===== config.mk =====
export PLATFORM = sky130hd
export DESIGN_NAME = utf8_to_utf16_bmp_decoder
export DESIGN_NICKNAME = d
export VERILOG_FILES = /design/src/design/u8u16_pkg.sv /design/src/design/u8u16_front.sv /design/src/design/u8u16_queue.sv /design/src/design/u8u16_back.sv /design/src/design/u8u16_out.sv /design/src/design/utf8_to_utf16_bmp_decoder.sv
export SDC_FILE = /design/constraint.sdc
export NUM_CORES = 1
export LEC_CHECK = 0
export BUFFER_PORTS_ARGS = -buffer_cell sky130_fd_sc_hd__buf_2
export CORE_MARGIN = 2
export CORE_UTILIZATION = 40
export CTS_BUF_LIST = sky130_fd_sc_hd__clkbuf_4 sky130_fd_sc_hd__clkbuf_8 sky130_fd_sc_hd__clkbuf_16
export DETAILED_ROUTE_END_ITERATION = 8
export GPL_TIMING_DRIVEN = 0
export HOLD_SLACK_MARGIN = 0.1
export PLACE_DENSITY = 0.57
export REMOVE_ABC_BUFFERS = 1
export SETUP_SLACK_MARGIN = 0.05
export SYNTH_ARGS = -nofsm -noshare
export SYNTH_HDL_FRONTEND = slang
export SYNTH_HIERARCHICAL = 1
export SYNTH_SLANG_ARGS = --single-unit

===== constraint.sdc =====
create_clock -name clock -period 4.9 [get_ports clock]
set_input_delay 0.98 -clock clock [delete_from_list [all_inputs] [get_ports clock]]
set_output_delay 0.98 -clock clock [all_outputs]
set_load 0.02 [all_outputs]

===== src/design/u8u16_pkg.sv =====
// shared types and constants of the utf-8 to utf-16 (bmp) decoder
// no dependencies; imported by every module of the block
`default_nettype none

package u8u16_pkg;

   // unit and counter widths
   localparam int UNIT_W  = 16;
   localparam int COUNT_W = 15;

   // four-entry queue between front and back
   localparam int QUEUE_DEPTH = 4;
   localparam int QPTR_W      = $clog2(QUEUE_DEPTH);
   localparam int QCNT_W      = $clog2(QUEUE_DEPTH + 1);

   localparam logic [UNIT_W-1:0]  BOM_UNIT  = 16'hFEFF;
   localparam logic [UNIT_W-1:0]  TERM_UNIT = 16'h0000;
   localparam logic [COUNT_W-1:0] COUNT_MAX = 15'h7FFF;

   // lead byte classes, by top bits
   localparam logic [3:0] LEAD3_TAG = 4'hE;
   localparam logic [2:0] LEAD2_TAG = 3'b110;

   // continuation bytes still expected
   localparam logic [1:0] PEND_NONE = 2'd0;
   localparam logic [1:0] PEND_ONE  = 2'd1;
   localparam logic [1:0] PEND_TWO  = 2'd2;

   // one queue entry: the results caused by one byte
   typedef struct packed {
      logic               mark;     // 0xFEFF marker
      logic               unit_v;   // decoded or truncated unit
      logic [UNIT_W-1:0]  unit;
      logic               term;     // terminator
      logic               stop;     // invalid lead seen in this string
      logic [COUNT_W-1:0] count;    // units given, marker included
   } rec_type;

   // queue status seen by front and back
   typedef struct packed {
      logic full;
      logic not_empty;
   } q_status_type;

endpackage

`default_nettype wire


===== src/design/u8u16_front.sv =====
// front end: accepts input words, decodes utf-8 and queues result records
// depends on u8u16_pkg
`default_nettype none

module u8u16_front
   import u8u16_pkg::*;
(
   input  wire logic         clock,
   input  wire logic         reset,
   input  wire logic         req_valid,
   input  wire logic [7:0]   req_in_byte,
   input  wire logic         req_end_of_string,
   output logic              req_stall,
   input  wire q_status_type q_status,
   output logic              push,
   output rec_type           rec
);

   logic               marker_sent_ff, marker_sent_in;
   logic               halted_ff, halted_in;
   logic [UNIT_W-1:0]  partial_ff, partial_in;
   logic [1:0]         pend_ff, pend_in;
   logic [COUNT_W-1:0] count_ff, count_in;

   logic               accept;
   logic               mark;
   logic               unit_v;
   logic [UNIT_W-1:0]  unit;
   logic [UNIT_W-1:0]  cont_bits;
   logic [UNIT_W-1:0]  merged;
   logic [1:0]         inc;
   logic [COUNT_W:0]   sum;

   // stall only on a full queue
   assign req_stall = q_status.full;
   assign accept    = req_valid && !q_status.full;

   // decode one byte against the string state
   always_comb begin
      mark      = !marker_sent_ff;
      halted_in = halted_ff;
      partial_in = partial_ff;
      pend_in   = pend_ff;
      unit_v    = 1'b0;
      unit      = TERM_UNIT;
      cont_bits = (pend_ff == PEND_TWO) ? {4'd0, req_in_byte[5:0], 6'd0}
                                        : {10'd0, req_in_byte[5:0]};
      merged    = partial_ff | cont_bits;
      if (!halted_ff) begin
         if (pend_ff != PEND_NONE) begin
            pend_in = pend_ff - PEND_ONE;
            if (pend_in == PEND_NONE) begin
               unit_v     = 1'b1;
               unit       = merged;
               partial_in = '0;
            end else begin
               partial_in = merged;
            end
         end else if (req_in_byte[7:4] == LEAD3_TAG) begin
            partial_in = {req_in_byte[3:0], 12'd0};
            pend_in    = PEND_TWO;
         end else if (req_in_byte[7:5] == LEAD2_TAG) begin
            partial_in = {5'd0, req_in_byte[4:0], 6'd0};
            pend_in    = PEND_ONE;
         end else if (!req_in_byte[7]) begin
            unit_v = 1'b1;
            unit   = {8'd0, req_in_byte};
         end else begin
            halted_in = 1'b1;
         end
      end
      // truncated sequence at end of string
      if (req_end_of_string && (pend_in != PEND_NONE)) begin
         unit_v = 1'b1;
         unit   = partial_in;
      end
   end

   // saturating unit count
   always_comb begin
      inc      = {1'b0, mark} + {1'b0, unit_v};
      sum      = {1'b0, count_ff} + {{(COUNT_W-1){1'b0}}, inc};
      count_in = sum[COUNT_W] ? COUNT_MAX : sum[COUNT_W-1:0];
   end

   // record for the back end
   always_comb begin
      rec.mark   = mark;
      rec.unit_v = unit_v;
      rec.unit   = unit;
      rec.term   = req_end_of_string;
      rec.stop   = halted_in;
      rec.count  = count_in;
      push       = accept && (mark || unit_v || req_end_of_string);
   end

   // string state, cleared after the last word
   always_ff @(posedge clock) begin
      if (reset) begin
         marker_sent_ff <= 1'b0;
         halted_ff      <= 1'b0;
         partial_ff     <= '0;
         pend_ff        <= PEND_NONE;
         count_ff       <= '0;
      end else if (accept) begin
         if (req_end_of_string) begin
            marker_sent_ff <= 1'b0;
            halted_ff      <= 1'b0;
            partial_ff     <= '0;
            pend_ff        <= PEND_NONE;
            count_ff       <= '0;
         end else begin
            marker_sent_ff <= 1'b1;
            halted_ff      <= halted_in;
            partial_ff     <= partial_in;
            pend_ff        <= pend_in;
            count_ff       <= count_in;
         end
      end
   end

endmodule

`default_nettype wire


===== src/design/u8u16_queue.sv =====
// four-entry record queue between the decode front end and the output back end
// depends on u8u16_pkg
`default_nettype none

module u8u16_queue
   import u8u16_pkg::*;
(
   input  wire logic    clock,
   input  wire logic    reset,
   input  wire logic    push,
   input  wire rec_type push_rec,
   input  wire logic    pop,
   output rec_type      head_rec,
   output q_status_type q_status
);

   rec_type            entry_ff [QUEUE_DEPTH];
   logic [QPTR_W-1:0]  wr_ptr_ff, wr_ptr_in;
   logic [QPTR_W-1:0]  rd_ptr_ff, rd_ptr_in;
   logic [QCNT_W-1:0]  count_ff, count_in;

   // status and head
   always_comb begin
      q_status.full      = (count_ff == QCNT_W'(QUEUE_DEPTH));
      q_status.not_empty = (count_ff != '0);
      head_rec           = entry_ff[rd_ptr_ff];
   end

   // pointer and fill updates
   always_comb begin
      wr_ptr_in = push ? wr_ptr_ff + 1'b1 : wr_ptr_ff;
      rd_ptr_in = pop  ? rd_ptr_ff + 1'b1 : rd_ptr_ff;
      count_in  = count_ff + QCNT_W'(push) - QCNT_W'(pop);
   end

   always_ff @(posedge clock) begin
      if (reset) begin
         wr_ptr_ff <= '0;
         rd_ptr_ff <= '0;
         count_ff  <= '0;
      end else begin
         wr_ptr_ff <= wr_ptr_in;
         rd_ptr_ff <= rd_ptr_in;
         count_ff  <= count_in;
      end
   end

   // entry storage
   always_ff @(posedge clock) begin
      if (push) begin
         entry_ff[wr_ptr_ff] <= push_rec;
      end
   end

endmodule

`default_nettype wire


===== src/design/u8u16_back.sv =====
// back end: expands queued records into result words, one per cycle while the output register is free, in string order
// depends on u8u16_pkg
`default_nettype none

module u8u16_back
   import u8u16_pkg::*;
(
   input  wire logic          clock,
   input  wire logic          reset,
   input  wire rec_type       head_rec,
   input  wire q_status_type  q_status,
   output logic               pop,
   input  wire logic          out_ready,
   output logic               word_valid,
   output logic [UNIT_W-1:0]  word_code_unit,
   output logic               word_final_unit,
   output logic               word_stopped_early,
   output logic [UNIT_W-1:0]  word_length_bytes
);

   // working record: pending result flags and payload
   logic               wmark_ff, wmark_in;
   logic               wunit_ff, wunit_in;
   logic               wterm_ff, wterm_in;
   logic [UNIT_W-1:0]  wunit_val_ff;
   logic               wstop_ff;
   logic [COUNT_W-1:0] wcount_ff;

   logic emit;
   logic am, au, at;

   assign word_valid = wmark_ff || wunit_ff || wterm_ff;
   assign emit       = out_ready && word_valid;

   // pick the next result of the working record, in order
   always_comb begin
      am                 = wmark_ff;
      au                 = wunit_ff;
      at                 = wterm_ff;
      word_code_unit     = TERM_UNIT;
      word_final_unit    = 1'b0;
      word_stopped_early = 1'b0;
      word_length_bytes  = '0;
      priority if (wmark_ff) begin
         word_code_unit = BOM_UNIT;
         am             = 1'b0;
      end else if (wunit_ff) begin
         word_code_unit = wunit_val_ff;
         au             = 1'b0;
      end else begin
         word_final_unit    = 1'b1;
         word_stopped_early = wstop_ff;
         word_length_bytes  = {wcount_ff, 1'b0};
         at                 = 1'b0;
      end
   end

   // refill the working record once it is spent
   always_comb begin
      if (emit) begin
         pop = !(am || au || at) && q_status.not_empty;
      end else begin
         pop = !word_valid && q_status.not_empty;
      end
      if (pop) begin
         wmark_in = head_rec.mark;
         wunit_in = head_rec.unit_v;
         wterm_in = head_rec.term;
      end else if (emit) begin
         wmark_in = am;
         wunit_in = au;
         wterm_in = at;
      end else begin
         wmark_in = wmark_ff;
         wunit_in = wunit_ff;
         wterm_in = wterm_ff;
      end
   end

   always_ff @(posedge clock) begin
      if (reset) begin
         wmark_ff <= 1'b0;
         wunit_ff <= 1'b0;
         wterm_ff <= 1'b0;
      end else begin
         wmark_ff <= wmark_in;
         wunit_ff <= wunit_in;
         wterm_ff <= wterm_in;
      end
   end

   // payload of the working record
   always_ff @(posedge clock) begin
      if (pop) begin
         wunit_val_ff <= head_rec.unit;
         wstop_ff     <= head_rec.stop;
         wcount_ff    <= head_rec.count;
      end
   end

endmodule

`default_nettype wire


===== src/design/u8u16_out.sv =====
// output register: holds one result word on the result port while the receiver stalls
// depends on u8u16_pkg
`default_nettype none

module u8u16_out
   import u8u16_pkg::*;
(
   input  wire logic          clock,
   input  wire logic          reset,
   input  wire logic          word_valid,
   input  wire logic [UNIT_W-1:0] word_code_unit,
   input  wire logic          word_final_unit,
   input  wire logic          word_stopped_early,
   input  wire logic [UNIT_W-1:0] word_length_bytes,
   output logic               out_ready,
   output logic               rsp_valid,
   input  wire logic          rsp_stall,
   output logic [UNIT_W-1:0]  rsp_code_unit,
   output logic               rsp_final_unit,
   output logic               rsp_stopped_early,
   output logic [UNIT_W-1:0]  rsp_length_bytes
);

   logic               valid_ff, valid_in;
   logic [UNIT_W-1:0]  code_ff;
   logic               final_ff;
   logic               stop_ff;
   logic [UNIT_W-1:0]  len_ff;
   logic               load;

   // free when empty or when the held word leaves this cycle
   assign out_ready = !valid_ff || !rsp_stall;
   assign load      = out_ready && word_valid;
   assign valid_in  = out_ready ? word_valid : 1'b1;

   always_ff @(posedge clock) begin
      if (reset) begin
         valid_ff <= 1'b0;
      end else begin
         valid_ff <= valid_in;
      end
   end

   // payload held while stalled
   always_ff @(posedge clock) begin
      if (load) begin
         code_ff  <= word_code_unit;
         final_ff <= word_final_unit;
         stop_ff  <= word_stopped_early;
         len_ff   <= word_length_bytes;
      end
   end

   assign rsp_valid         = valid_ff;
   assign rsp_code_unit     = code_ff;
   assign rsp_final_unit    = final_ff;
   assign rsp_stopped_early = stop_ff;
   assign rsp_length_bytes  = len_ff;

endmodule

`default_nettype wire


===== src/design/utf8_to_utf16_bmp_decoder.sv =====
// UTF-8 to UTF-16 (BMP) decoder. One UTF-8 byte is taken per cycle as long as the
// four-entry record queue has room; each string starts with a 0xFEFF marker and
// ends with a zero terminator that carries the byte length (twice the units,
// marker included, saturating at 65534) and a flag for an invalid lead byte,
// after which the rest of the string is dropped. The single result port gives
// one unit per cycle while the receiver does not stall, so a byte that causes two or
// three units (the first byte, the last byte, a truncated sequence) holds the port
// for each of them in turn; a byte passes the queue, the working record and the
// output register on its way to the result port.
// depends on u8u16_pkg, u8u16_front, u8u16_queue, u8u16_back, u8u16_out
`default_nettype none

module utf8_to_utf16_bmp_decoder
   import u8u16_pkg::*;
(
   input  wire logic         clock,
   input  wire logic         reset,
   input  wire logic         req_valid,
   output logic              req_stall,
   input  wire logic [7:0]   req_in_byte,
   input  wire logic         req_end_of_string,
   output logic              rsp_valid,
   input  wire logic         rsp_stall,
   output logic [15:0]       rsp_code_unit,
   output logic              rsp_final_unit,
   output logic              rsp_stopped_early,
   output logic [15:0]       rsp_length_bytes
);

   q_status_type      q_status;
   rec_type           push_rec;
   rec_type           head_rec;
   logic              push;
   logic              pop;
   logic              out_ready;
   logic              word_valid;
   logic [UNIT_W-1:0] word_code_unit;
   logic              word_final_unit;
   logic              word_stopped_early;
   logic [UNIT_W-1:0] word_length_bytes;

   // decode front end
   u8u16_front u_front (
      .clock             (clock),
      .reset             (reset),
      .req_valid         (req_valid),
      .req_in_byte       (req_in_byte),
      .req_end_of_string (req_end_of_string),
      .req_stall         (req_stall),
      .q_status          (q_status),
      .push              (push),
      .rec               (push_rec)
   );

   // record queue
   u8u16_queue u_queue (
      .clock    (clock),
      .reset    (reset),
      .push     (push),
      .push_rec (push_rec),
      .pop      (pop),
      .head_rec (head_rec),
      .q_status (q_status)
   );

   // record expansion
   u8u16_back u_back (
      .clock              (clock),
      .reset              (reset),
      .head_rec           (head_rec),
      .q_status           (q_status),
      .pop                (pop),
      .out_ready          (out_ready),
      .word_valid         (word_valid),
      .word_code_unit     (word_code_unit),
      .word_final_unit    (word_final_unit),
      .word_stopped_early (word_stopped_early),
      .word_length_bytes  (word_length_bytes)
   );

   // output register
   u8u16_out u_out (
      .clock              (clock),
      .reset              (reset),
      .word_valid         (word_valid),
      .word_code_unit     (word_code_unit),
      .word_final_unit    (word_final_unit),
      .word_stopped_early (word_stopped_early),
      .word_length_bytes  (word_length_bytes),
      .out_ready          (out_ready),
      .rsp_valid          (rsp_valid),
      .rsp_stall          (rsp_stall),
      .rsp_code_unit      (rsp_code_unit),
      .rsp_final_unit     (rsp_final_unit),
      .rsp_stopped_early  (rsp_stopped_early),
      .rsp_length_bytes   (rsp_length_bytes)
   );

   // queue never written when full nor read when empty
   a_push_room : assert property (@(posedge clock) disable iff (reset)
      push |-> !q_status.full)
      else $error("record pushed into a full queue");

   a_pop_data : assert property (@(posedge clock) disable iff (reset)
      pop |-> q_status.not_empty)
      else $error("record popped from an empty queue");

   // terminator is zero and always counts at least the marker
   a_term_word : assert property (@(posedge clock) disable iff (reset)
      (rsp_valid && rsp_final_unit) |->
         (rsp_code_unit == TERM_UNIT) && (rsp_length_bytes != '0) && !rsp_length_bytes[0])
      else $error("malformed terminator word");

   // status fields stay zero on ordinary words
   a_plain_word : assert property (@(posedge clock) disable iff (reset)
      (rsp_valid && !rsp_final_unit) |-> !rsp_stopped_early && (rsp_length_bytes == '0))
      else $error("status set on a non-terminator word");

endmodule

`default_nettype wire

# Word-level counts from Yosys, hierarchy flattened
# Memory sizes are Yosys's and may differ from the RTL's. A register that Yosys moved wholly into a read port is not among the register bits.
# Cells that the tools add are included.
[op_classes]
addsub = 7
eq_ne = 4
mux = 52
n_bitwise = 2
reduce_logical = 25
[ops]
columns = ["op", "n"]
rows = [
  ["16-bit two-way mux", 13],
  ["15-bit two-way mux", 2],
  ["1-bit two-way mux", 28],
  ["15-bit by 2-bit adder with 16-bit output", 1],
  ["16-bit OR", 1],
  ["2-bit two-way mux", 7],
  ["12-bit two-way mux", 1],
  ["7-bit two-way mux", 1],
  ["3-bit == test (second input constant)", 2],
  ["1-bit logical AND", 6],
  ["1-bit zero test", 6],
  ["1-bit logical OR", 6],
  ["2-bit nonzero test", 3],
  ["2-bit by 1-bit adder with 2-bit output (second input constant)", 2],
  ["4-bit == test (second input constant)", 1],
  ["2-bit OR reduction", 2],
  ["3-bit by 1-bit adder with 3-bit output", 1],
  ["3-bit nonzero test", 1],
  ["3-bit by 1-bit subtractor with 3-bit output", 1],
  ["1-bit by 1-bit adder with 2-bit output", 1],
  ["2-bit == test (second input constant)", 1],
  ["2-bit zero test", 1],
  ["2-bit by 1-bit subtractor with 2-bit output (second input constant)", 1],
  ["1-bit NOT", 1],
]
[totals]
regBits = 112
ramBits = 140
input_bits = 13
output_inout_bits = 36
elab_cells = 112
n_memories = 1
[mem_list]
columns = ["memory", "depth", "width", "rd", "rd_ports_with_merged_regs", "write_ports", "line_no", "text"]
rows = [
  ["u_queue.entry_ff", 4, 35, 1, 1, 1, "u8u16_queue.sv:17", "rec_type entry_ff [QUEUE_DEPTH];"],
]

# Longest topological paths before layout
# Gate-level depths: netlist (run 1).
[depth]
depth_word = 13
ltp_mapped = 13
mapped_depth_nobuf = 11

# Hierarchy
# Netlist (run 1), hierarchy kept.
[modules_own_cells]
columns = ["mod", "instances", "cells_per_inst", "area_each_um2", "seq_area_each_um2"]
rows = [
  ["u8u16_queue", 1, 225, 5542.8, 4384.2],
  ["u8u16_front", 1, 276, 2189.6, 700.7],
  ["u8u16_back", 1, 96, 1446.4, 1021.0],
  ["u8u16_out", 1, 39, 1059.8, 1041.0],
]

# Worst setup path after synthesis (run 1)
# No wires, ideal clock.
[synth_path]
path_type = "input port to flip-flop"
startpoint = "input rsp_stall"
endpoint = "register u_queue.count_ff[2]"
setup_ns = 0.110
arrival_ns = 3.565
required_time_ns = 4.790
slack_ns = 1.225
path_stages = 10
n_path_buf = 0
path_cell_list = "nand2_1 > and2b_4 > o21ai_1 > a22o_1 > ha_1 > inv_1 > ha_1 > fa_1 > xor3_1 > nor2_1"
[synth_via]
elab_chain_len = 5
[synth_lines]
columns = ["element", "line_no", "text"]
rows = [
  ["start: declaration", "utf8_to_utf16_bmp_decoder.sv:23", "input wire logic rsp_stall,"],
  ["1-bit zero test", "u8u16_out.sv:32", "assign out_ready = !valid_ff || !rsp_stall;"],
  ["1-bit logical OR", "u8u16_out.sv:32", ""],
  ["1-bit logical AND", "u8u16_back.sv:33", "assign emit = out_ready && word_valid;"],
  ["1-bit two-way mux", "u8u16_back.sv:60", "if (emit) begin"],
  ["named net pop", "utf8_to_utf16_bmp_decoder.sv:34", "logic pop;"],
  ["3-bit by 1-bit subtractor with 3-bit output", "u8u16_queue.sv:33", "count_in = count_ff + QCNT_W'(push) - QCNT_W'(pop);"],
  ["end signal: assignment", "u8u16_queue.sv:44", "count_ff <= count_in;"],
  ["end: declaration", "u8u16_queue.sv:20", "logic [QCNT_W-1:0] count_ff, count_in;"],
]
# The timed path passes the listed nets, and every way through them passes these cells.
# A chain may end at the register's enable or synchronous reset.

==> results of run 1 <==
==> where the power goes <==
| part | switching [W] | internal [W] |
|---|---|---|
| Sequential | 0.000254 | 0.00306 |
| Clock | 0.000772 | 0.00123 |
| Combinational | 0.00102 | 0.000748 |
| Total | 0.00205 | 0.00503 |
==> state kept, by name, indices dropped and copies added, names as in the netlist, 3 cells and up, named ones only <==
signal / cells
u_out/rsp_length_bytes: 16
u_out/rsp_code_unit: 16
u_back/wcount_ff: 15
u_queue/entry_ff: 140
u_front/partial_ff: 16
u_back/wunit_val_ff: 16
u_front/count_ff: 15
u_queue/count_ff: 3
==> stage by stage <==
stage	hold slack [ns]	total power (W)	util (%)	area (um2)	setup slack (ns)
finish	0.4837	0.007078	46.37	11680	1.223
global route	0.5139	0.007434	46.37	11680	1.062
CTS	0.4862	0.007183	46.36	11670	1.248
detailed placement	0.4666	0.005159	42.89	10800	0.6926
global placement	0.4585	0.004988	42.16	10620	0.3318
floorplan	0.4428	0.004441	-	9963	1.220
==> area by class of cell <==
class                      instances  area (um2)  area share, %
tap                              330       412.9          3.536
timing repair buffer              56       415.4          3.557
sequential                       254        7149          61.22
clock buffer                      33       710.7          6.086
multi-input combinational        327        2766          23.69
inverter                          16       60.06         0.5143
clock inverter                    12       162.7          1.393
==> cells by family after synthesis <==
group           after synthesis  synth area share, %
mux                          37                8.127
fa+ha+maj                    10                1.356
flops                       254                69.80
simple gates                136                7.259
buf+inv                      55                3.275
other cells                   1              0.03663
xor+xnor                      6               0.6599
compound gates              137                9.483
==> worst paths after layout <==
kind / to / cells past startpoint / slack, ns
setup / recovery: u_queue/entry_ff[1][14] / 12 / 1.22
hold / removal: u_front/partial_ff[13] / 1 / 0.48
setup reg to reg: u_queue/entry_ff[1][14] / 11 / 1.27
hold reg to reg: u_front/partial_ff[13] / 1 / 0.48
==> metal layers <==
layer  track usage, %  wire, um
met1            18.85      8050
met4            4.506       412
met3            2.273       976
met2            25.61     10010
met5                0         0
==> placed cells by master (no fill, tap or decap), drive strengths merged, types with 3 or more instances in the layout <==
cell | synthesis | final
and4 | 4 | 4
edfxtp | 206 | 206
o21ai | 29 | 29
a21o | 17 | 17
nor3 | 7 | 7
nand2b | 6 | 6
mux4 | 35 | 35
nand3 | 5 | 5
and3 | 7 | 7
nor2b | 6 | 6
and2 | 25 | 25
o21a | 5 | 5
clkbuf | 8 | 33
dfxtp | 48 | 48
bufinv | 0 | 4
inv | 16 | 16
nor2 | 30 | 30
ha | 7 | 7
a211oi | 7 | 7
xnor2 | 5 | 5
clkinv | 0 | 7
nand2 | 32 | 32
a21oi | 29 | 29
a22o | 29 | 29
a31oi | 3 | 3
a41oi | 4 | 4
buf | 31 | 56
o22ai | 4 | 4
==> critical path: stages <==
cell and delay, ns:
buf_2 0.14, or3b_1 0.42, o22ai_1 0.27, o21ai_0 0.16
nand2_1 0.21, fa_1 0.23, ha_1 0.28, and4_1 0.35
and3_1 0.25, and2_1 0.21, a41oi_1 0.15, nor2_1 0.32
==> summary.txt, run 1 <==
CTS
  – PostCTS Resize Cnt: 0
  – Post-CTS Setup Bufs: 0
  – Hold_buf cts: 0
  – TritonCTS clock tree: yes
  – CTS Sinks: 254
  – CTS Buf Count: 25
  – Worst-Skew Late Latency: 0.52 ns
  – CTS root buf: clkbuf_16
  – H-tree depth: 1
  – Clock slew at reported path FFs: around 0.060 ns
  – CTS max path bufs: 3

STA
  – Max-slew headroom: 34.81%
  – FMAX: 272.0 MHz
  – Final setup viols: 0
  – Setup TNS: 0 ns
  – Final period utilization: 75.04%
  – Min cycle time layout: 3.677 ns
  – Final Skew: 0.01184 ns
  – RSZ-0062 raised after global routing: no
  – Final Hold Viols: 0
  – Worst Max-Slew Pin Slew: 0.9765 ns
  – Slew Viols, Final: 0

Min path
  – Hold path start: u_front/partial_ff[13]
  – Hold Path Class: flop to flop

Drt
  – Drt drc: 0
  – Initial DRC count: 383
  – Aggregate routed wire length: slightly below 20000 um
  – Avg WL per Cell: between 15 and 20 um
  – DRT Pass-1 Iters: 5
  – Detail Route Antenna Nets: 0
  – Vias per inst: 5.408
  – Via count: between 5000 and 6000

GRT
  – Largest net degree at the start of global routing: 26
  – First-pass GRT wire length: 30390 um
  – Total GRT Usage: approximately 15%
  – Vias in the first global route: 5482
  – Gr ovfl total: 0
  – Initial antenna violation count: 0

Worst setup path
  – RR Startpoint: u_front/pend_ff[0]
  – CP arrival: 3.98 ns
  – Critical Path Source: req_in_byte[5]
  – WP data required: 5.21 ns
  – CP Class: primary input to flop
  – CP Capture Type: flop
  – CP Launch Type: primary input
  – Crit Path Max Fanout: 8

Synthesis
  – Synth warnings: 6
  – FFs w/ async S/R, synth: 0%
  – Cell with the most instances after synthesis: edfxtp_1
  – Primary FF master, synth: edfxtp_1
  – Synth top area cells: edfxtp_1, dfxtp_1, mux4_2, a22o_1, and2_1
  – Post-synth top cells: edfxtp_1, dfxtp_1, nand2_1
  – EDFF count, synth: 206
  – Yosys reg bits: 254
  – Syn_area_per_cell: 16.10 um2
  – Cell Area, Synth: approximately 10000 um2
  – Register area share after synthesis: 69.80%
  – Post-synth cell types: 68
  – Top-area cell type share of the netlist area: between 60% and 70%
  – Cells after Synth: 636
  – Cell taking the most area after synthesis: edfxtp_1

Place
  – Placed cells: 983
  – Post-DP HPWL: 12510 um
  – Placer Congestion: between 0.8 and 0.9
  – PortBufs: 48

Power and ir drop
  – PD cells: between 600 and 700 nW/um2
  – Leak: around 4.2 nW
  – Max VDD drop: 0.3345 mV

Final layout
  – Share of layout cells above drive strength 1: 23.21%
  – Antenna cells: 0
  – Area delta synth->final: 14.05%
  – NumNets Final: 702
  – Final Non-Filler Cells: around 1000
  – Fillers: between 2000 and 2500

Floorplan
  – Starting Density: ~41%
  – Ports: 49
  – Die H: 164.0 um
  – Die ar.: 26890 um2
  – Core ar.: 25180 um2
  – Chip width: between 150 and 200 um
  – Row Count: 58

Run status
  – Status: finished, final reports clean

Run
  – Max Cap Viol: 0
No activity file was read; power rests on OpenSTA's default activity.
==> run 2: changes to the inputs <==
--- a/config.mk
+++ b/config.mk
@@ -5,6 +5,7 @@
 export SDC_FILE = /design/constraint.sdc
 export NUM_CORES = 1
 export LEC_CHECK = 0
+export ABC_AREA = 1
 export BUFFER_PORTS_ARGS = -buffer_cell sky130_fd_sc_hd__buf_2
 export CORE_MARGIN = 2
 export CORE_UTILIZATION = 40
@@ -12,7 +13,7 @@
 export DETAILED_ROUTE_END_ITERATION = 8
 export GPL_TIMING_DRIVEN = 0
 export HOLD_SLACK_MARGIN = 0.1
-export PLACE_DENSITY = 0.57
+export PLACE_DENSITY = 0.59
 export REMOVE_ABC_BUFFERS = 1
 export SETUP_SLACK_MARGIN = 0.05
 export SYNTH_ARGS = -nofsm -noshare
==> constraint.sdc (replaced) <==
create_clock -name clock -period 3.1 [get_ports clock]
set_input_delay 0.62 -clock clock [delete_from_list [all_inputs] [get_ports clock]]
set_output_delay 0.62 -clock clock [all_outputs]
set_load 0.02 [all_outputs]
==> run 2 against run 1 <==
Effect of this change:
- sequential power increased by 58%
- setup slack got worse by 0.89 ns
- critical path depth is 5 higher
- sequential share of layout area fell by 3.4 points
- design area is 5.9% higher
- wire length rose by 6.7%
- non-clock buffer count decreased by 1
- synthesized cell count up 62%
- die area is 6.7% higher
- global-route usage shrank 0.10 points
- final cell count up 39%
- count of clock-buffer cells in the layout is 6 higher
- critical path type is now flop to flop
- largest cell class unchanged
- largest power group unchanged
==> summary.txt, run 2 <==
GRT
  – Largest net degree at the start of global routing: 77 (+200%)
  – Initial antenna violation count: 0 (unchanged)
  – First-pass GRT wire length: 33220 um (+9.3%)
  – Gr ovfl total: 0 (unchanged)
  – Total GRT Usage: 14.55% (-0.10 points)
  – Vias in the first global route: 6400 (+17%)

Worst setup path
  – RR Startpoint: u_front/halted_ff
  – CP arrival: 3.03 ns (-0.95 ns)
  – Slowest stage delay, CP: 0.43 ns (about the same)
  – CP Capture Type: flop
  – Reg2Reg Depth: 17 (+6)
  – Critical Path Source: u_front/halted_ff
  – Cell chain of the critical path: inv_2 -> nand2_2 -> inv_1 -> nand2_2 -> o21ai_2 -> o21ai_2 -> nand2_2 -> fa_1 -> ha_1 -> nand3_1 -> nor2_2 -> inv_2 -> nor2_1 -> nand2_1 -> nand2_1 -> nand2_1 -> inv_1
  – CP Class: flop to flop
  – CP Buf/Inv Count: 4 (+3)
  – RR Endpoint: u_queue/entry_ff[1][14]
  – Worst reg-to-reg setup slack: 0.33 ns (-0.94 ns)
  – Crit Path Max Fanout: 6 (-2)
  – CP max-delay cell: fa_1
  – Crit path depth: 17 (+5)
  – WP data required: 3.36 ns (-1.85 ns)
  – Critical path's top delay family: simple AND/OR/NAND/NOR gates
  – CP Launch Type: flop

Floorplan
  – Ports: 49 (unchanged)
  – Starting Density: 40.70% (+0.044 points)
  – Core ar.: 26880 um2 (+6.7%)
  – Die ar.: 28690 um2 (+6.7%)
  – Chip width: 169.4 um (+3.3%)
  – Row Count: 60 (+3.4%)
  – Die H: 169.4 um (+3.3%)

CTS
  – H-tree depth: 1 (unchanged)
  – Clock slew at reported path FFs: 0.06 ns (about the same)
  – CTS Sinks: 254 (unchanged)
  – Hold_buf cts: 0 (unchanged)
  – Worst-Skew Late Latency: 0.53 ns (about the same)
  – TritonCTS clock tree: yes
  – CTS root buf: clkbuf_16
  – CTS max path bufs: 3 (unchanged)
  – CTS Buf Count: 27 (+8.0%)

Final layout
  – Largest register by flop count: u_queue/entry_ff
  – Share of layout cells above drive strength 1: 15.56% (-7.6 points)
  – Antenna cells: 0 (unchanged)
  – Most common cell after layout, fill and taps aside: nand2_1
  – Max reg flops: 140 (unchanged)
  – Most frequent cells in the layout: nand2_1, edfxtp_1, inv_1
  – Final Non-Filler Cells: 1427 (+39%)
  – Register area: 7158 um2 (+0.12%)
  – Multi-input gate area: 2973 um2 (+7.5%)
  – NumNets Final: 1088 (+55%)
  – Fillers: 2504 (+18%)
  – Post-route cell area: 12370 um2 (+5.9%)
  – Area delta synth->final: 13.10%

Drt
  – Initial DRC count: 400 (+4.4%)
  – Via count: 6793 (+22%)
  – Aggregate routed wire length: 20750 um (+6.7%)
  – Detail Route Antenna Nets: 0 (unchanged)
  – Avg WL per Cell: 14.54 um (-23%)
  – Drt drc: 0 (unchanged)
  – Vias per inst: 4.760 (-12%)
  – DRT Pass-1 Iters: 5 (unchanged)

Run
  – Max Cap Viol: 0 (unchanged)

Synthesis
  – Primary FF master, synth: edfxtp_1
  – EDFF count, synth: 206 (unchanged)
  – Synth top area cells: edfxtp_1, nand2_1, dfxtp_1, inv_1, a21oi_1
  – Synth warnings: 6 (unchanged)
  – Cells after Synth: 1032 (+62%)
  – FFs w/ async S/R, synth: 0% (unchanged)
  – Register area share after synthesis: 65.33% (-4.5 points)
  – Cell Area, Synth: 10940 um2 (+6.8%)
  – Post-synth top cells: nand2_1, edfxtp_1, inv_1
  – Cell taking the most area after synthesis: edfxtp_1
  – Post-synth cell types: 45 (-34%)
  – Top-area cell type share of the netlist area: 56.55% (-3.9 points)
  – Yosys reg bits: 254 (unchanged)
  – Cell with the most instances after synthesis: nand2_1
  – Syn_area_per_cell: 10.60 um2 (-34%)

STA
  – Min cycle time layout: about 2.8 ns
  – RSZ-0062 raised after global routing: no
  – Final Hold Viols: 0 (unchanged)
  – Final period utilization: between 80% and 90%
  – Max-slew headroom: 26.13% (-8.7 points)
  – Final setup viols: 0 (unchanged)
  – FMAX: 361.3 MHz
  – Slew Viols, Final: 0 (unchanged)
  – Final Skew: 0.01333 ns (+0.001491 ns)
  – Worst Max-Slew Pin Slew: 1.104 ns (+0.1274 ns)

Place
  – Placer Congestion: 0.8286 (-1.5%)
  – Placed cells: 1377 (+40%)
  – Post-DP HPWL: 12570 um (+0.42%)
  – PortBufs: 48 (unchanged)
  – Placed Area: 11430 um2 (+5.8%)

Power and ir drop
  – Leak: 4.900 nW (+17%)
  – PD cells: 896.8 nW/um2 (+48%)
  – Tot Pwr: 0.01110 W (+57%)
  – Max VDD drop: 0.4834 mV (+44%)

Run status
  – Status: finished, final reports clean

Min path
  – Hold path start: req_end_of_string
  – Hold Path Class: primary input to flop
  – Hold Path Sink: u_queue/entry_ff[2][16]
  – Hold path depth: 1 (unchanged)
-- run 2: logic make-up (layout without fill, tap and decap cells) --
family	after synthesis	in the layout	synth area share (%)
buffers and inverters	187	241	7.720
other	1	1	0.03428
AOI/OAI and AO/OA	189	189	10.29
and+or+nand+nor	390	390	15.29
DFF	254	254	65.33
adders and majority gates	9	9	1.167
xor gates and xnor gates	2	2	0.1602
-- run 2: cell type report --
cell class / count / area share, %
clock inverter: 10 / 1.032
inverter: 137 / 4.157
multi-input combinational: 591 / 24.03
sequential: 254 / 57.86
clock buffer: 39 / 6.442
timing repair buffer: 55 / 3.034
tap: 341 / 3.449
-- run 2: metrics by stage --
stage | hold WS [ns] | util [%] | TNS (ns) | setup WS [ns]
finish | 0.4158 | 46.03 | 0 | 0.3321
global route | 0.3982 | 46.03 | 0 | 0.07949
CTS | 0.3878 | 45.98 | 0 | 0.1331
detailed placement | 0.4569 | 42.52 | -21.80 | -0.4407
global placement | 0.4543 | 41.96 | -189.93 | -1.596
floorplan | 0.4356 | - | -1.897 | -0.1319
-- run 2: timing repair --
item | in CTS | in global routing
resized for setup | 4 | 3
pin swaps | 0 | 1
endpoints found under the setup margin | 40 | 26
cloned | 0 | 0
buffers inserted | 0 | 1
-- run 2: worst max-delay path by stage --
| stage | end |
|---|---|
| floorplan | u_back/wunit_ff |
| global placement | u_out/rsp_code_unit[7] |
| detailed placement | u_queue/entry_ff[3][14] |
| CTS | u_queue/entry_ff[1][14] |
| global route | u_queue/entry_ff[1][14] |
| finish | u_queue/entry_ff[1][14] |
-- run 2: per-layer routing --
layer  track usage, %  routed length, um  share of wire [%]
met5                0                  0                  0
met4            4.831                406                2.0
met3            2.215                819                3.9
met2            24.01               9669                 47
met1            19.76               9851                 47
-- run 2: report_power, final --
part	leakage [nW]	internal (W)	switching, W
Sequential	2.37	0.00477	0.000465
Combinational	2.06	0.000820	0.00178
Clock	0.469	0.00203	0.00123
==> run 3: changes to the inputs <==
--- a/config.mk
+++ b/config.mk
@@ -7,13 +7,15 @@
 export LEC_CHECK = 0
 export ABC_AREA = 1
 export BUFFER_PORTS_ARGS = -buffer_cell sky130_fd_sc_hd__buf_2
+export CELL_PAD_IN_SITES_DETAIL_PLACEMENT = 1
+export CELL_PAD_IN_SITES_GLOBAL_PLACEMENT = 2
 export CORE_MARGIN = 2
-export CORE_UTILIZATION = 40
+export CORE_UTILIZATION = 37
 export CTS_BUF_LIST = sky130_fd_sc_hd__clkbuf_4 sky130_fd_sc_hd__clkbuf_8 sky130_fd_sc_hd__clkbuf_16
 export DETAILED_ROUTE_END_ITERATION = 8
 export GPL_TIMING_DRIVEN = 0
 export HOLD_SLACK_MARGIN = 0.1
-export PLACE_DENSITY = 0.59
+export PLACE_DENSITY = 0.77
 export REMOVE_ABC_BUFFERS = 1
 export SETUP_SLACK_MARGIN = 0.05
 export SYNTH_ARGS = -nofsm -noshare
==> run 3 against run 2 <==
Effect of this change:
- critical path depth fell by 1
- count of clock-buffer cells in the layout fell by 7
- maximum frequency fell by 2.2%
- sequential cell count did not move
- utilization fell by 2.9 points
- via count rose by 4.2%
==> summary.txt, run 3 (synthesis results as in run 2) <==
GRT
  – Largest net degree at the start of global routing: 99 (+29%)
  – Initial antenna violation count: 0 (unchanged)
  – First-pass GRT wire length: 38610 um (+16%)
  – Gr ovfl total: 0 (unchanged)
  – Total GRT Usage: 15.80% (+1.3 points)
  – Vias in the first global route: 7151 (+12%)

Floorplan
  – Ports: 49 (unchanged)
  – Core ar.: 28940 um2 (+7.7%)
  – Row Count: 62 (+3.3%)
  – Starting Density: 37.81% (-2.9 points)
  – Die ar.: 30960 um2 (+7.9%)
  – Chip width: 175.9 um (+3.9%)
  – Die H: 175.9 um (+3.9%)

CTS
  – TritonCTS clock tree: yes
  – CTS Buf Count: 27 (unchanged)
  – H-tree depth: 1 (unchanged)
  – CTS max path bufs: 3 (unchanged)
  – Hold_buf cts: 0 (unchanged)
  – CTS Sinks: 254 (unchanged)
  – Worst-Skew Late Latency: 0.53 ns (about the same)
  – Clock slew at reported path FFs: 0.07 ns (about the same)
  – CTS root buf: clkbuf_16

STA
  – Post-route setup slack: 0.2704 ns (-0.06173 ns)
  – Setup TNS: 0 ns (unchanged)
  – Final setup viols: 0 (unchanged)
  – Final Hold Viols: 0 (unchanged)
  – Min cycle time layout: 2.830 ns (+0.06173 ns)
  – Worst Max-Slew Pin Slew: 1.147 ns (+0.04298 ns)
  – RSZ-0062 raised after global routing: no
  – FMAX: 353.4 MHz (-2.2%)
  – Final Skew: 0.01586 ns (+0.002531 ns)
  – Slew Viols, Final: 0 (unchanged)
  – Final period utilization: 91.28% (+2.0 points)
  – Max-slew headroom: 23.26% (-2.9 points)

Worst setup path
  – Reg2Reg Depth: 16 (-1)
  – WP data required: 3.38 ns (+0.02 ns)
  – CP Class: flop to flop
  – CP Launch Type: flop
  – Crit Path Max Fanout: 7 (+1)
  – CP Capture Type: flop
  – CP arrival: 3.11 ns (+0.08 ns)

Place
  – Placed cells: 1421 (+3.2%)
  – Placed Area: 11510 um2 (+0.71%)
  – DP Worst Slack: -0.6645 ns (-0.2238 ns)
  – PortBufs: 48 (unchanged)
  – Placer Congestion: 0.7494 (-9.6%)
  – Post-DP HPWL: 14830 um (+18%)

Final layout
  – Share of layout cells above drive strength 1: 15.43% (-0.13 points)
  – Post-route cell area: 12490 um2 (+0.92%)
  – Fillers: 3160 (+26%)
  – Most frequent cells in the layout: nand2_1, edfxtp_1, inv_1
  – Max reg flops: 140 (unchanged)
  – Register area: 7158 um2 (unchanged)
  – Area delta synth->final: 14.14%
  – Largest register by flop count: u_queue/entry_ff
  – Most common cell after layout, fill and taps aside: nand2_1
  – NumNets Final: 1091 (+0.28%)
  – Antenna cells: 0 (unchanged)
  – Final Non-Filler Cells: 1473 (+3.2%)
  – Multi-input gate area: 2995 um2 (+0.76%)

Drt
  – Avg WL per Cell: 16.25 um (+12%)
  – Initial DRC count: 363 (-9.3%)
  – DRT Pass-1 Iters: 4 (-1)
  – Drt drc: 0 (unchanged)
  – Vias per inst: 4.807 (+0.98%)
  – Detail Route Antenna Nets: 0 (unchanged)
  – Aggregate routed wire length: 23940 um (+15%)
  – Via count: 7081 (+4.2%)

Run status
  – Status: finished, final reports clean

Power and ir drop
  – Leak: 4.911 nW (+0.22%)
  – PD cells: 904.0 nW/um2 (+0.80%)
  – Max VDD drop: 0.3815 mV (-21%)
  – Tot Pwr: 0.01129 W (+1.7%)

Run
  – Max Cap Viol: 0 (unchanged)

Min path
  – Hold Path Class: primary input to flop
  – Hold path depth: 1 (unchanged)
## run 3: changes by cell type in the layout (fill, tap and decap cells not counted), sizes merged
cell / change
buf: +3
clkinv: +5
clkinvlp: +1
inv: -1
clkbuf: -7
bufinv: +2
## run 3: stage by stage
step                util [%]  hold slack [ns]
CTS                    42.98           0.4029
finish                 43.15           0.4305
floorplan                  -           0.4356
detailed placement     39.77           0.4568
global placement       39.16           0.4530
global route           43.15           0.4170
## run 3: what timing repair did
item,CTS,global route
cloned,0,0
endpoints found under the hold margin,0,0
buffers inserted,0,3
setup endpoints to repair,76,26
pin swaps,0,2
resized for setup,5,5
## run 3: path summary, 6_finish.rpt
check	from	end	slack (ns)
worst max-delay path	u_front/pend_ff[1]	u_queue/entry_ff[1][14]	0.27
worst min-delay path	req_end_of_string	u_queue/entry_ff[2][16]	0.43
worst max register to register	u_front/pend_ff[1]	u_queue/entry_ff[1][14]	0.27
worst min register to register	u_queue/rd_ptr_ff[1]	flop	0.46
## run 3: per-layer routing
metal / global-route usage, % / share of wire, %
met5: 0 / 0
met4: 3.616 / 1.4
met3: 2.175 / 3.8
met2: 26.43 / 47
met1: 21.95 / 48
## run 3: area by class of cell
type / count / area share [%]
clock inverter: 17 / 1.653
tap: 384 / 3.848
timing repair buffer: 58 / 3.347
multi-input combinational: 591 / 23.99
inverter: 137 / 4.119
clock buffer: 32 / 5.712
sequential: 254 / 57.33
## run 3: critical path, stage by stage, from the launching register on
cell and delay [ns]:
dfxtp_1 0.38, nor2_1 0.19, nand2_1 0.10, nand2_2 0.16
o21ai_2 0.11, o21ai_2 0.19, nand2_2 0.13, fa_1 0.44
ha_1 0.24, nand3_2 0.14, nor2_4 0.06, inv_2 0.07
nor2_1 0.05, nand2_1 0.05, nand2_1 0.06, nand2_1 0.12
inv_1 0.09
## run 3: power breakdown
group / internal, W / leakage (nW) / switching (W)
combinational: 0.000847 / 2.09 / 0.00189
clock: 0.00205 / 0.458 / 0.00128
sequential: 0.00477 / 2.37 / 0.000456
total: 0.00767 / 4.91 / 0.00362
